**config.mk**
```make
export PLATFORM = sky130hd
export DESIGN_NAME = stepper_step_pulse_generator
export DESIGN_NICKNAME = d
export VERILOG_FILES = /design/src/sspg_pkg.sv /design/src/stepper_step_pulse_generator.sv
export SDC_FILE = /design/constraint.sdc
export NUM_CORES = 1
export LEC_CHECK = 0
export BUFFER_PORTS_ARGS = -buffer_cell sky130_fd_sc_hd__buf_2
export CAP_MARGIN = 10
export CORE_MARGIN = 2
export CORE_UTILIZATION = 55
export DETAILED_ROUTE_END_ITERATION = 16
export PLACE_DENSITY = 0.73
export SLEW_MARGIN = 20
export SYNTH_ARGS = -nofsm -noshare
export SYNTH_HDL_FRONTEND = slang
export SYNTH_SLANG_ARGS = --single-unit
```
**constraint.sdc**
```tcl
create_clock -name aclk -period 17.7 [get_ports aclk]
set_clock_uncertainty 0.2 [all_clocks]
set_input_delay 2.655 -clock aclk [delete_from_list [all_inputs] [get_ports aclk]]
set_output_delay 2.655 -clock aclk [all_outputs]
set_load 0.005 [all_outputs]
```
**src/sspg_pkg.sv**
```systemverilog
// Package with the constants and types of the stepper step pulse generator.
package sspg_pkg;

    localparam int STEP_BITS_DEF = 24;
    localparam int COUNT_W       = 24;
    localparam int RPM_W         = 16;
    localparam int PROD_W        = COUNT_W + RPM_W;
    localparam int QUOT_W        = 26;
    localparam int HALF_W        = 25;
    localparam int CNT_W         = 5;
    localparam int MODE_W        = 2;
    localparam int ADDR_W        = 3;
    localparam int DATA_W        = 32;

    localparam logic [QUOT_W-1:0] US_PER_MINUTE = QUOT_W'(60000000);
    localparam logic [CNT_W-1:0]  DIV_FIRST     = CNT_W'(QUOT_W - 1);

    localparam logic REG_MODE = 1'b0;

    typedef enum logic {
        OP_TICK  = 1'b0,
        OP_START = 1'b1
    } opcode_t;

    typedef enum logic [3:0] {
        ST_IDLE = 4'b0001,
        ST_MUL  = 4'b0010,
        ST_DIV  = 4'b0100,
        ST_DONE = 4'b1000
    } state_t;

endpackage

```
**src/stepper_step_pulse_generator.sv**
```systemverilog
// Top level of the stepper step pulse generator with its period divider and sequencer.
//
//  channel  direction  handshake          payload
//  s_       input      s_valid / s_ready  s_opcode, s_step_count, s_speed_rpm
//  m_       output     m_valid / m_ready  step, direction, mode pins, busy, done, refused
//  apb      config     psel / penable     microstep_mode at byte address 0
//
// A tick word or a refused or zero-length start is answered straight from the idle state.
// An accepted start runs one multiply, 26 restoring divide steps and one commit, in that order.
// A zero product or one above the dividend skips the divide steps and goes straight to the commit.
// The divide loop produces one quotient bit per cycle, and the commit waits for a free output register.
// Reset is synchronous and active low and clears all pulse state, but not the output payload registers.
// A new word is taken only while the sequencer idles and the output register is free.
module stepper_step_pulse_generator #(
    parameter int STEP_BITS = sspg_pkg::STEP_BITS_DEF
) (
    input  logic                          aclk,
    input  logic                          aresetn,
    input  logic                          s_valid,
    output logic                          s_ready,
    input  logic                          s_opcode,
    input  logic signed [sspg_pkg::COUNT_W-1:0] s_step_count,
    input  logic [sspg_pkg::RPM_W-1:0]    s_speed_rpm,
    output logic                          m_valid,
    input  logic                          m_ready,
    output logic                          m_step_level,
    output logic                          m_direction_level,
    output logic                          m_mode_pin_one,
    output logic                          m_mode_pin_two,
    output logic                          m_busy_res,
    output logic                          m_move_done,
    output logic                          m_start_refused,
    input  logic                          psel,
    input  logic                          penable,
    input  logic                          pwrite,
    input  logic [sspg_pkg::ADDR_W-1:0]   paddr,
    input  logic [sspg_pkg::DATA_W-1:0]   pwdata,
    output logic [sspg_pkg::DATA_W-1:0]   prdata,
    output logic                          pready
);
    import sspg_pkg::*;

    localparam int WIDE_W = (STEP_BITS > COUNT_W) ? STEP_BITS : COUNT_W;

    state_t                state_reg, state_next;
    logic [MODE_W-1:0]     mode_reg;
    logic [STEP_BITS-1:0]  steps_left_reg, steps_left_next;
    logic [HALF_W-1:0]     half_reg, half_next;
    logic [HALF_W-1:0]     tick_reg, tick_next;
    logic                  pulse_reg, pulse_next;
    logic                  dir_reg, dir_next;
    logic                  run_reg, run_next;
    logic [COUNT_W-1:0]    mag_reg, mag_next;
    logic [RPM_W-1:0]      rpm_reg, rpm_next;
    logic [PROD_W-1:0]     prod_reg, prod_next;
    logic [QUOT_W-1:0]     rem_reg, rem_next;
    logic [QUOT_W-1:0]     q_reg, q_next;
    logic [CNT_W-1:0]      cnt_reg, cnt_next;
    logic                  m_valid_reg, m_valid_next;
    logic                  o_step_reg, o_dir_reg, o_busy_reg, o_done_reg, o_refused_reg;
    logic [MODE_W-1:0]     o_mode_reg;

    logic                  out_load, done_flag, refused_flag;
    logic                  accept;
    logic                  neg;
    logic [COUNT_W-1:0]    raw;
    logic                  div_skip;
    logic [QUOT_W:0]       rem_shift;
    logic [QUOT_W:0]       divisor;
    logic [HALF_W-1:0]     tick_inc;
    logic [HALF_W-1:0]     half_calc;
    logic [WIDE_W-1:0]     mag_wide, mask_wide, sat_wide;
    logic [STEP_BITS-1:0]  steps_dec;

    assign s_ready = (state_reg == ST_IDLE) && (!m_valid_reg || m_ready);
    assign accept  = s_valid && s_ready;
    assign raw     = s_step_count;
    assign neg     = raw[COUNT_W-1];

    assign div_skip  = (prod_reg == '0) || (prod_reg > PROD_W'(US_PER_MINUTE));
    assign divisor   = {1'b0, prod_reg[QUOT_W-1:0]};
    assign rem_shift = {rem_reg, US_PER_MINUTE[cnt_reg]};
    assign tick_inc  = tick_reg + 1'b1;
    assign steps_dec = steps_left_reg - 1'b1;
    assign half_calc = (q_reg[QUOT_W-1:1] == '0) ? HALF_W'(1) : q_reg[QUOT_W-1:1];
    assign mag_wide  = WIDE_W'(mag_reg);
    assign mask_wide = WIDE_W'({STEP_BITS{1'b1}});
    assign sat_wide  = (mag_wide > mask_wide) ? mask_wide : mag_wide;

    always_comb begin
        state_next      = state_reg;
        steps_left_next = steps_left_reg;
        half_next       = half_reg;
        tick_next       = tick_reg;
        pulse_next      = pulse_reg;
        dir_next        = dir_reg;
        run_next        = run_reg;
        mag_next        = mag_reg;
        rpm_next        = rpm_reg;
        prod_next       = prod_reg;
        rem_next        = rem_reg;
        q_next          = q_reg;
        cnt_next        = cnt_reg;
        out_load        = 1'b0;
        done_flag       = 1'b0;
        refused_flag    = 1'b0;
        unique case (state_reg)
            ST_IDLE: begin
                if (accept) begin
                    if (s_opcode == OP_START) begin
                        if (run_reg) begin
                            refused_flag = 1'b1;
                            out_load     = 1'b1;
                        end else if (raw == '0) begin
                            dir_next  = 1'b1;
                            done_flag = 1'b1;
                            out_load  = 1'b1;
                        end else begin
                            mag_next   = neg ? (~raw + 1'b1) : raw;
                            rpm_next   = s_speed_rpm;
                            dir_next   = !neg;
                            state_next = ST_MUL;
                        end
                    end else begin
                        out_load = 1'b1;
                        if (run_reg) begin
                            tick_next = tick_inc;
                            if (tick_inc >= half_reg) begin
                                tick_next = '0;
                                if (pulse_reg) begin
                                    pulse_next = 1'b0;
                                end else begin
                                    steps_left_next = steps_dec;
                                    if (steps_dec == '0) begin
                                        run_next  = 1'b0;
                                        done_flag = 1'b1;
                                    end else begin
                                        pulse_next = 1'b1;
                                    end
                                end
                            end
                        end
                    end
                end
            end
            ST_MUL: begin
                prod_next  = mag_reg * rpm_reg;
                rem_next   = '0;
                q_next     = '0;
                cnt_next   = DIV_FIRST;
                state_next = ST_DIV;
            end
            ST_DIV: begin
                if ((cnt_reg == DIV_FIRST) && div_skip) begin
                    q_next     = '0;
                    state_next = ST_DONE;
                end else begin
                    if (rem_shift >= divisor) begin
                        rem_next = QUOT_W'(rem_shift - divisor);
                        q_next   = {q_reg[QUOT_W-2:0], 1'b1};
                    end else begin
                        rem_next = rem_shift[QUOT_W-1:0];
                        q_next   = {q_reg[QUOT_W-2:0], 1'b0};
                    end
                    if (cnt_reg == '0) begin
                        state_next = ST_DONE;
                    end else begin
                        cnt_next = cnt_reg - 1'b1;
                    end
                end
            end
            ST_DONE: begin
                if (!m_valid_reg || m_ready) begin
                    half_next       = half_calc;
                    steps_left_next = sat_wide[STEP_BITS-1:0];
                    tick_next       = '0;
                    pulse_next      = 1'b1;
                    run_next        = 1'b1;
                    out_load        = 1'b1;
                    state_next      = ST_IDLE;
                end
            end
            default: begin
                state_next = ST_IDLE;
            end
        endcase
    end

    assign m_valid_next = out_load ? 1'b1 : (m_ready ? 1'b0 : m_valid_reg);

    always_ff @(posedge aclk) begin
        if (!aresetn) begin
            state_reg      <= ST_IDLE;
            mode_reg       <= '0;
            steps_left_reg <= '0;
            half_reg       <= '0;
            tick_reg       <= '0;
            pulse_reg      <= 1'b0;
            dir_reg        <= 1'b0;
            run_reg        <= 1'b0;
            m_valid_reg    <= 1'b0;
        end else begin
            state_reg      <= state_next;
            steps_left_reg <= steps_left_next;
            half_reg       <= half_next;
            tick_reg       <= tick_next;
            pulse_reg      <= pulse_next;
            dir_reg        <= dir_next;
            run_reg        <= run_next;
            m_valid_reg    <= m_valid_next;
            if (psel && penable && pwrite && (paddr[2] == REG_MODE)) begin
                mode_reg <= pwdata[MODE_W-1:0];
            end
        end
    end

    always_ff @(posedge aclk) begin
        mag_reg  <= mag_next;
        rpm_reg  <= rpm_next;
        prod_reg <= prod_next;
        rem_reg  <= rem_next;
        q_reg    <= q_next;
        cnt_reg  <= cnt_next;
        if (out_load) begin
            o_step_reg    <= pulse_next;
            o_dir_reg     <= dir_next;
            o_busy_reg    <= run_next;
            o_done_reg    <= done_flag;
            o_refused_reg <= refused_flag;
            o_mode_reg    <= mode_reg;
        end
    end

    assign m_valid           = m_valid_reg;
    assign m_step_level      = o_step_reg;
    assign m_direction_level = o_dir_reg;
    assign m_mode_pin_one    = o_mode_reg[0];
    assign m_mode_pin_two    = o_mode_reg[1];
    assign m_busy_res        = o_busy_reg;
    assign m_move_done       = o_done_reg;
    assign m_start_refused   = o_refused_reg;

    assign pready = 1'b1;
    assign prdata = (paddr[2] == REG_MODE) ? DATA_W'(mode_reg) : '0;

endmodule
```
Word-level counts from Yosys, hierarchy flattened --
Memory sizes are Yosys's and may differ from the RTL's. A register that Yosys moved wholly into a read port is not among the register bits. Cells that the tools add are included.
Word-level totals: bits in read-only memories 32, memories kept 1, register bits after elaboration 228, bits of input ports 83
Memory list:
- (name not given) | words 32, width 1, read ports 1, clocked after memory_dff 1, write ports 0, line stepper_step_pulse_generator.sv:82 | assign rem_shift = {rem_reg, US_PER_MINUTE[cnt_reg]};
Operators by class: equal/unequal tests 17, add/subtract/negate cells 5, reductions and logical operators 27, $mul 1, multiplexer cells 71, magnitude comparators 5, bitwise logic cells 4
Operators by type and width (number):
- 2-to-1 mux 24 bit | 7
- 2-to-1 mux 25 bit | 6
- one-hot mux 26 bit (2 select lines) | 2
- 2-to-1 mux 26 bit | 3
- one-hot mux 25 bit (2 select lines) | 1
- logical NOT 24 bit | 2
- one-hot mux 24 bit (2 select lines) | 1
- greater-than comparator 40 x 26 -> 1 bit (second input constant) | 1
- logical NOT 40 bit | 1
- multiplier 24 x 16 -> 40 bit | 1
- 2-to-1 mux 1 bit | 34
- 2-to-1 mux 4 bit | 7
- greater-or-equal comparator 27 x 26 -> 1 bit | 1
- subtractor 26 bit | 1
- adder 25 x 1 -> 25 bit (second input constant) | 1
- greater-or-equal comparator 25 bit | 1
- logical NOT 25 bit | 1
- adder 24 x 1 -> 24 bit (second input constant) | 1
- greater-than comparator 24 bit (second input constant) | 1
- NOT 24 bit | 1
- subtractor 24 x 1 -> 24 bit (second input constant) | 1
- 2-to-1 mux 23 bit | 1
- != test 2 bit (second input constant) | 10
- one-hot mux 4 bit (4 select lines) | 1
- other kinds (24) | 43

Depth between registers and ports, before layout --
Gate-level depths: netlist of run 1.
word-level depth 9, depth in mapped cells 25, depth with buffers taken out 24

Worst setup path after synthesis of run 1 --
Ideal clock, no wire load.
path type input to register, start input port s_step_count[0] in the netlist's numbering, end register state_reg[1], library setup time 71 ps, data arrival time 6940 ps, path slack 10490 ps, buffers on the path 0, stages on the path 9, data required time 17429 ps, path through inv_1 > ha_1 > nand3b_1 > or3_1 > nand2b_1 > nand2b_1 > nor3_1 > nor3_1 > o221a_2
Between the ends: word-level cells in the longest chain between the ends 3
Ends and longest elaborated chain:
- from (decl) | line stepper_step_pulse_generator.sv:22 | input logic signed [sspg_pkg::COUNT_W-1:0] s_step_count,
- logical NOT 24 bit | line stepper_step_pulse_generator.sv:114 | end else if (raw == '0) begin
- != test 2 bit (no line)
- AND reduction 6 bit (no line)
- to (signal assigned) | line stepper_step_pulse_generator.sv:203 | state_reg <= state_next;
- to (decl) | line stepper_step_pulse_generator.sv:45 | state_t state_reg, state_next;
Every way passes these cells. A chain may end at the register's enable or synchronous reset.

Final worst setup path of run 1 --
start register mag_reg[12], end register prod_reg[39] (data pin)
Between the ends: word-level cells in the longest chain between the ends 1
Ends and longest elaborated chain:
- from (decl) | line stepper_step_pulse_generator.sv:53 | logic [COUNT_W-1:0] mag_reg, mag_next;
- from (signal assigned) | line stepper_step_pulse_generator.sv:218 | mag_reg <= mag_next;
- multiplier 24 x 16 -> 40 bit | line stepper_step_pulse_generator.sv:147 | prod_next = mag_reg * rpm_reg;
- to (signal assigned) | line stepper_step_pulse_generator.sv:220 | prod_reg <= prod_next;
- to (decl) | line stepper_step_pulse_generator.sv:55 | logic [PROD_W-1:0] prod_reg, prod_next;
Every way passes these cells.

==> run metrics, run 1 <==
synthesized flop and latch total 229; switching share of power 47.33%; status finished, final reports clean; clock-pin slew on the worst setup and hold paths 0.06 ns; CTS Root Cell clkbuf_16; clk buf depth 3; total grt overflow 0; hold crit path type flop to flop; Arrival @ worst endpoint 7.89 ns; RSZ-0062 raised after global routing false; Final GP Congestion 0.8762; max cap viols 0; Synth async-reset ratio 0%; vias in the first global route 19,670; minimum clock period 7.788 ns; CP Class flop to flop; Resize count post-CTS 0; die area 46,840 sq um; Psw 2.288 mW; Vias per Instance 5.647; # nets final 3,279; end of the worst hold path half_reg[1]; WL final 57,640 microns; slew at the pin closest to its max-slew limit 1.096 ns; clock power share 11.8%; Seq pwr share 16.3%; CP Capture Type flop; number of CTS-inserted buffers 27; Core Area 44,410 sq um; FMAX 128.4 MHz; Post-synth EDFFs 144; Clock Sinks 229; warnings from Yosys 0; Worst IR Drop VDD 0.2413 mV; reg2reg end prod_reg[39]; Site Rows 77; # DRC 0; first-pass GRT wire length 95,830 microns; Synth Area per Inst 9.134 sq um; Wirelength per Cell 17.31 microns; Tot GR Track Use 25.15%; die span in y 216.4 microns; IO Count 125; share of cells above drive strength 1 6.026%; worst reg2reg setup slack 9.91 ns; CTS tree built; number of buffers added on ports 61; Req. time, crit path 17.80 ns; startpoint class of the critical path flop; Synth Flop Type edfxtp_1; Hold Crit Start half_reg[1]; clk_lat worst skew 0.56 ns; commonest non-fill, non-tap cell in the layout inv_1; Post-Synthesis Cells 2,717; crit path max fanout 17; Initial Util 55.88%; Layout area overhead 6.569%; Cells on Worst Hold Path 2; DR vias 18,800; largest net degree at the start of global routing 60; most frequent cells in the layout inv_1 (425), nand2_1 (375), fa_1 (307), and2_1 (190), ha_1 (172); Post-CTS Hold Buffers 0; die extent in x 216.4 microns; DRT iter0 DRCs 1,335; Relative slew margins 26.47%; setup TNS 0 ns; worst r2r src mag_reg[12]; leak pwr 12.09 nW; ant diodes 0; dpl cells 3,280; H-tree Lvls 1; Mapped Area 24,820 sq um; initial antenna violation count 0; Comb pwr share 71.8%; PwrDens 182.8 nW/um^2; Pre-antenna DRT Iters 5; sequential share of the synthesized area 24.28%; postcts setup bufs 0; HPWL Detailed 43,420 microns; Finish-stage setup viols 0; worst r2r path cells 22; fin. max-slew vios 0; final hold violation count 0; worst hold margin 0.2554 ns; # fillers 3,729; post-route ant nets 0; Final Instance Count excl. Fillers 3,330; period utilisation layout 44.00%; max reg flops 40; Pint 2.547 mW; post-synth cell types 78
==> stage by stage <==
stage	instance area [sq um]	utilization (%)	total power, mW	setup WS (ns)
finish	26450	59.55	4.835	9.912
global route	26450	59.55	5.328	9.673
CTS	26440	59.52	4.831	10.02
floorplan	24930	-	3.435	10.49
global placement	25520	57.46	4.141	10.11
detailed placement	25520	57.46	4.230	10.03
==> logic make-up after synthesis <==
group	after synthesis	share of synthesized area, %
adder cells (fa/ha/maj)	479	33.44
other	2	0.03026
multiplexers	32	1.301
AND/OR/NAND/NOR	912	18.04
buffers and inverters	575	9.232
XOR/XNOR	102	3.600
AO/OA/AOI/OAI	386	10.08
flip-flops	229	24.28
==> power groups by stage <==
stage	combinational, mW	sequential (mW)	clock, mW
floorplan	2.65	0.782	0
global route	3.93	0.792	0.603
global placement	3.34	0.799	0
detailed placement	3.43	0.800	0
finish	3.47	0.790	0.572
CTS	3.46	0.789	0.583
==> Yosys cell counts (9+ instances only) <==
cell type	count	share of area [%]
nand3_1	48	0.97
a31oi_1	11	0.28
dfxtp_1	85	6.9
or3_1	9	0.23
nand4_1	14	0.35
mux2i_1	30	1.2
o21ai_0	56	1.1
nand2_1	376	5.7
o21bai_1	10	0.30
a21oi_1	134	2.7
o21a_1	15	0.45
o211ai_1	11	0.33
fa_1	307	25
nor2_1	120	1.8
buf_4	32	0.97
a21o_1	42	1.3
o31ai_1	20	0.61
ha_1	172	8.7
edfxtp_1	144	17
xor2_1	26	0.92
nand3b_1	12	0.36
clkbuf_1	111	1.7
xnor2_1	76	2.7
nor2b_1	12	0.30
a211oi_1	18	0.54
nor4_1	19	0.48
inv_1	425	6.4
and3_1	24	0.61
and2_1	190	4.8
nor3_1	40	0.81
==> worst max path at each step <==
stage | depth (start not counted) | slack [ns] | to | start
finish | 22 | 9.91 | prod_reg[39] | mag_reg[12]
global route | 23 | 9.67 | prod_reg[38] | mag_reg[10]
CTS | 22 | 10.02 | prod_reg[39] | mag_reg[10]
detailed placement | 22 | 10.03 | prod_reg[39] | mag_reg[10]
global placement | 22 | 10.11 | prod_reg[39] | mag_reg[10]
floorplan | 9 | 10.49 | state_reg[1] | s_step_count[0]
==> routing by layer <==
layer / share of wire [%] / GRT usage [%] / vias to the layer above
met5: 0 / 0 / -
met4: 2.9 / 7.922 / 0
met3: 6.1 / 4.323 / 129
met2: 49 / 43.62 / 609
met1: 42 / 32.15 / 9299
li1: - / - / 8766
==> cell type report <==
type,count,area [sq um],area share (%)
multi-input cells,1942,16640,62.90
flip-flops and latches,229,6026,22.78
inverters,426,1599,6.046
well taps,592,740.7,2.801
clock buffers,35,737.0,2.787
repair buffers,91,530.5,2.006
clock inverters,15,177.7,0.6718
==> critical path: stages (launching register included) <==
cell and delay (ns):
edfxtp_1 0.93, nand2_1 0.19, fa_1 0.55, inv_1 0.05, fa_1 0.47, inv_1 0.05
fa_1 0.50, inv_1 0.05, fa_1 0.47, fa_1 0.56, inv_1 0.06, fa_1 0.55
inv_1 0.05, ha_1 0.37, and3_1 0.22, and4b_1 0.25, o311a_1 0.27, o21ai_1 0.18
a221oi_1 0.56, a21oi_1 0.19, o31ai_1 0.49, and4_1 0.25, nor3_1 0.05
Note: power is estimated with default switching activity, not from simulation.
==> inputs of run 2 (changes only) <==
- PLACE_DENSITY: 0.73 -> 0.76
- clock period: 17.7 -> 7 ns (I/O delays scaled with it)
==> run 2 against run 1 <==
  * Combinational power rose to 2.9 times the previous value
  * Worst hold slack about the same
  * Clock power grew 140%
  * Highest routed layer unchanged
  * Critical path type unchanged
  * Sequential share of layout area down 0.86 points
  * Largest power group unchanged
==> run metrics, run 2 (same netlist as run 1, synthesis figures left out) <==
RSZ-0062 raised after global routing true; Wirelength per Cell 16.94 microns; status finished, final reports clean; post-route ant nets 0; slew at the pin closest to its max-slew limit 1.151 ns; HPWL Detailed 45,740 microns; initial antenna violation count 1; leak pwr 12.70 nW; crit path max fanout 7; Arrival @ worst endpoint 7.03 ns; clk buf depth 3; final hold violation count 0; die extent in x 216.4 microns; Clock Sinks 229; # nets final 3,388; Site Rows 77; startpoint class of the critical path flop; Initial Util 55.88%; period utilisation layout 99.03%; Relative slew margins 22.95%; Cell Chain, Critical Path buf_4, buf_4, and2_1, fa_1, fa_1, fa_1, fa_1, fa_1, fa_1, ha_1, a211o_1, a211oi_1, nor2_1, nor3_2, nand2_4, a21oi_4, o2111ai_2, a31o_2, a21oi_2, xnor2_1; commonest non-fill, non-tap cell in the layout inv_1; Seq pwr share 14.7%; clock power share 10.2%; CP Capture Type flop; Vias per Instance 5.613; share of cells above drive strength 1 10.23%; slowest cell on the critical path fa_1; CTS Root Cell clkbuf_16; Comb pwr share 75.1%; first-pass GRT wire length 98,060 microns; # DRC 0; vias in the first global route 20,270; most frequent cells in the layout inv_1 (425), nand2_1 (373), fa_1 (307), and2_1 (190), ha_1 (171); fin. max-slew vios 0; Layout area overhead 10.76%; Psw 5.933 mW; clk_lat worst skew 0.56 ns; largest net degree at the start of global routing 71; FMAX 144.3 MHz; DRT iter0 DRCs 1,440; total grt overflow 0; family with the most delay on the worst path adder cells; Final Instance Count excl. Fillers 3,438; Worst path most repeated cell fa_1; Critical Path Max Stage Delay 0.54 ns; Pre-antenna DRT Iters 6; # fillers 3,597; DR vias 19,300; Post-CTS Hold Buffers 0; Worst IR Drop VDD 0.6759 mV; die area 46,840 sq um; Finish-stage setup viols 0; Pint 7.403 mW; H-tree Lvls 1; minimum clock period 6.932 ns; Buf/Inv on CP 2; CP Class flop to flop; CTS tree built; Util after Layout 61.89%; IO Count 125; WL final 58,250 microns; Tot GR Track Use 25.65%; Req. time, crit path 7.09 ns; clock-pin slew on the worst setup and hold paths 0.06 ns; die span in y 216.4 microns; number of CTS-inserted buffers 26; PwrDens 485.2 nW/um^2; hold crit path type flop to flop; max cap viols 0; Final GP Congestion 0.9244; max reg flops 40; number of buffers added on ports 61; Core Area 44,410 sq um; switching share of power 44.49%; dpl cells 3,379
run 2: worst register-to-register path, stage by stage (launching register included):
cell	delay, ns
edfxtp_1	0.47
buf_4	0.19
buf_4	0.16
and2_1	0.18
fa_1	0.52
fa_1	0.54
fa_1	0.52
fa_1	0.53
fa_1	0.52
fa_1	0.49
ha_1	0.40
a211o_1	0.35
a211oi_1	0.24
nor2_1	0.11
nor3_2	0.26
nand2_4	0.13
a21oi_4	0.20
o2111ai_2	0.15
a31o_2	0.28
a21oi_2	0.14
xnor2_1	0.09
run 2: repair_timing:
item | in CTS | in global routing
endpoints found under the setup margin | 3 | 10
pin swaps | 0 | 10
gates resized for setup | 3 | 23
buffers inserted | 5 | 6
run 2: area by class of cell:
class / count / area (sq um) / share of cell area, %
Antenna cell: 1 / 2.502 / 0.009104
Clock buffer: 34 / 730.7 / 2.658
Clock inverter: 13 / 133.9 / 0.4871
Inverter: 426 / 1599 / 5.818
Multi-Input combinational cell: 1942 / 16760 / 60.96
Sequential cell: 229 / 6026 / 21.92
Tap cell: 592 / 740.7 / 2.695
Timing Repair Buffer: 201 / 1498 / 5.449
run 2: per-layer routing:
layer	part of all wire, %	routed length [microns]	global-route usage, %	vias to the layer above
li1	-	-	-	8992
met4	3.3	1934	8.995	0
met5	0	0	0	-
met1	42	24280	33.29	9489
met2	49	28340	44.16	675
met3	6.3	3694	3.495	141
run 2: power groups by stage:
stage	clock network [mW]	registers [mW]	logic, mW
finish	1.36	1.96	10.0
global route	1.44	1.97	11.4
CTS	1.38	1.96	9.59
detailed placement	0	1.99	9.44
global placement	0	1.99	9.20
floorplan	0	1.98	6.71
run 2: stage by stage:
step	hold WS, ns	TNS (ns)	instance area [sq um]	power [mW]	setup WS [ns]
floorplan	0.2222	0	24930	8.685	0.2486
global placement	0.2475	-0.02091	26400	11.19	-0.02091
detailed placement	0.2473	-0.1425	26400	11.43	-0.1064
CTS	0.2550	0	27320	12.93	0.03443
global route	0.2701	-0.1963	27490	14.76	-0.1012
finish	0.2552	0	27490	13.34	0.06803
run 2: final timing paths:
kind | startpoint | end | slack, ns | cells after the start
hold / removal | half_reg[1] | half_reg[1] | 0.26 | 2
setup reg to reg | mag_reg[6] | prod_reg[38] | 0.07 | 20
hold reg to reg | half_reg[1] | half_reg[1] | 0.26 | 2
setup / recovery | mag_reg[6] | prod_reg[38] | 0.07 | 20
==> inputs of run 3 (changes only) <==
--- a/config.mk
+++ b/config.mk
@@ -12,2 +12,3 @@
 export DETAILED_ROUTE_END_ITERATION = 16
+export GPL_TIMING_DRIVEN = 0
 export PLACE_DENSITY = 0.76
==> constraint.sdc (replaced) <==
create_clock -name aclk -period 7 [get_ports aclk]
set_clock_uncertainty 0.2 [all_clocks]
set_input_delay 1.75 -clock aclk [delete_from_list [all_inputs] [get_ports aclk]]
set_output_delay 1.75 -clock aclk [all_outputs]
set_load 0.005 [all_outputs]
==> run 3 against run 2 <==
  * Clock power increased by 6%
  * Sequential share of layout area down 0.53 points
  * First-iteration DRC count increased by 36%
  * Largest cell class unchanged
==> run metrics, run 3 (same netlist as run 1, synthesis figures left out) <==
status finished, final reports clean; Worst Setup SP rpm_reg[1]; first-pass GRT wire length 107,200 microns; WL final 69,360 microns; Clock Sinks 229; Pre-antenna DRT Iters 6; clk_lat worst skew 0.56 ns; most frequent cells in the layout inv_1 (418), nand2_1 (373), fa_1 (293), and2_1 (185), ha_1 (157); fin area 28,170 sq um; CTS Root Cell clkbuf_16; Relative slew margins 25.66%; max cap viols 0; IO Count 125; clk buf depth 3; Req. time, crit path 7.11 ns; share of cells above drive strength 1 12.79%; reg2reg end prod_reg[38]; post-route ant nets 0; CP Capture Type flop; storage element area 6026 sq um; H-tree Lvls 1; Site Rows 77; die extent in x 216.4 microns; RSZ-0062 raised after global routing true; # nets final 3,481; max reg flops 40; total grt overflow 0; slew at the pin closest to its max-slew limit 1.108 ns; worst reg2reg setup slack 0.04 ns; clock-pin slew on the worst setup and hold paths 0.06 ns; fin. max-slew vios 0; Place WS -1.114 ns; dpl cells 3,402; largest net degree at the start of global routing 37; Vias per Instance 5.756; minimum clock period 6.955 ns; final hold violation count 0; # DRC 0; number of CTS-inserted buffers 27; Tot GR Track Use 29.15%; initial antenna violation count 0; vias in the first global route 20,230; end point of the critical path prod_reg[38]; PwrDens 487.1 nW/um^2; PnR worst setup slack 0.04486 ns; CP Class flop to flop; leak pwr 12.92 nW; Initial Util 55.88%; Post-CTS Hold Buffers 0; die span in y 216.4 microns; Wirelength per Cell 19.63 microns; Final Instance Count excl. Fillers 3,533; commonest non-fill, non-tap cell in the layout inv_1; Worst IR Drop VDD 0.5606 mV; Arrival @ worst endpoint 7.06 ns; die area 46,840 sq um; crit path max fanout 7; Layout area overhead 13.52%; HPWL Detailed 52,530 microns; number of buffers added on ports 59; dpl cell area 26,030 sq um; worst r2r path cells 23; Cells on Worst Hold Path 2; startpoint class of the critical path flop; Final GP Congestion 0.9825; period utilisation layout 99.36%; FMAX 143.8 MHz; CTS tree built; DR vias 20,340; hold crit path type flop to flop; DRT iter0 DRCs 1,961; # fillers 3,593; worst r2r src rpm_reg[1]; worst hold margin 0.2594 ns; multi-input logic area 16,980 sq um; Finish-stage setup viols 0; Core Area 44,410 sq um; Util after Layout 63.43%
[run 3: cell count changes in the layout (fill, tap and decap cells not counted), sizes merged, moves of 3 or more]
cell	before	now
buf	201	211
clkbuf	34	112
clkinvlp	1	4
inv	427	430
[run 3: report_power, final]
| part | switching (mW) | internal [mW] | total, mW |
|---|---|---|---|
| Clock | 0.601 | 0.837 | 1.44 |
| Combinational | 5.70 | 4.62 | 10.3 |
| Sequential | 0.0368 | 1.93 | 1.96 |
| Total | 6.34 | 7.38 | 13.7 |
[run 3: worst min path at each step]
stage                 startpoint            end
detailed placement   half_reg[7]    half_reg[7]
finish               half_reg[3]    half_reg[3]
floorplan            mode_reg[0]  o_mode_reg[0]
global route        half_reg[23]   half_reg[23]
CTS                  half_reg[7]    half_reg[7]
global placement    half_reg[11]   half_reg[11]
[run 3: metrics by stage]
step | setup TNS (ns) | power [mW]
after CTS | 0 | 12.66
after global placement | -44.90 | 10.30
after floorplan | 0 | 8.685
after detailed placement | -10.42 | 10.62
after global routing | -0.3624 | 14.94
final | 0 | 13.72
[run 3: area by class of cell]
| cell class | instances | area share, % |
|---|---|---|
| multi-input cells | 1942 | 60.26 |
| flip-flops and latches | 229 | 21.39 |
| inverters | 426 | 5.676 |
| repair buffers | 150 | 3.713 |
| plain buffers | 143 | 3.118 |
| well taps | 592 | 2.629 |
| clock buffers | 30 | 2.474 |
| clock inverters | 19 | 0.7239 |
| diodes | 2 | 0.01777 |
[run 3: what timing repair did]
item / 4_1_cts / 5_1_grt
resized for setup: 96 / 128
buffers inserted: 44 / 42
pin swaps: 7 / 50
setup endpoints to repair: 19 / 11
[run 3: layer usage]
metal / vias up / global-route usage (%) / routed length, microns
met5: - / 0 / 0
met4: 0 / 12.37 / 3305
met3: 205 / 6.232 / 6358
met2: 969 / 45.63 / 31320
met1: 9970 / 39.41 / 28380
li1: 9191 / - / -
[run 3: worst max-delay path, stage by stage, from the launching register on]
cell	delay, ns
edfxtp_1	0.56
buf_6	0.17
buf_4	0.17
nand2_1	0.10
fa_1	0.49
fa_1	0.53
fa_2	0.45
fa_1	0.52
inv_1	0.06
fa_1	0.54
inv_1	0.06
fa_1	0.56
inv_2	0.07
ha_4	0.24
a21o_1	0.19
a221oi_4	0.31
nor2_4	0.07
o41ai_4	0.37
nand2_2	0.19
a21oi_4	0.21
o2111ai_2	0.16
a31o_2	0.24
a21oi_2	0.15
xnor2_1	0.09
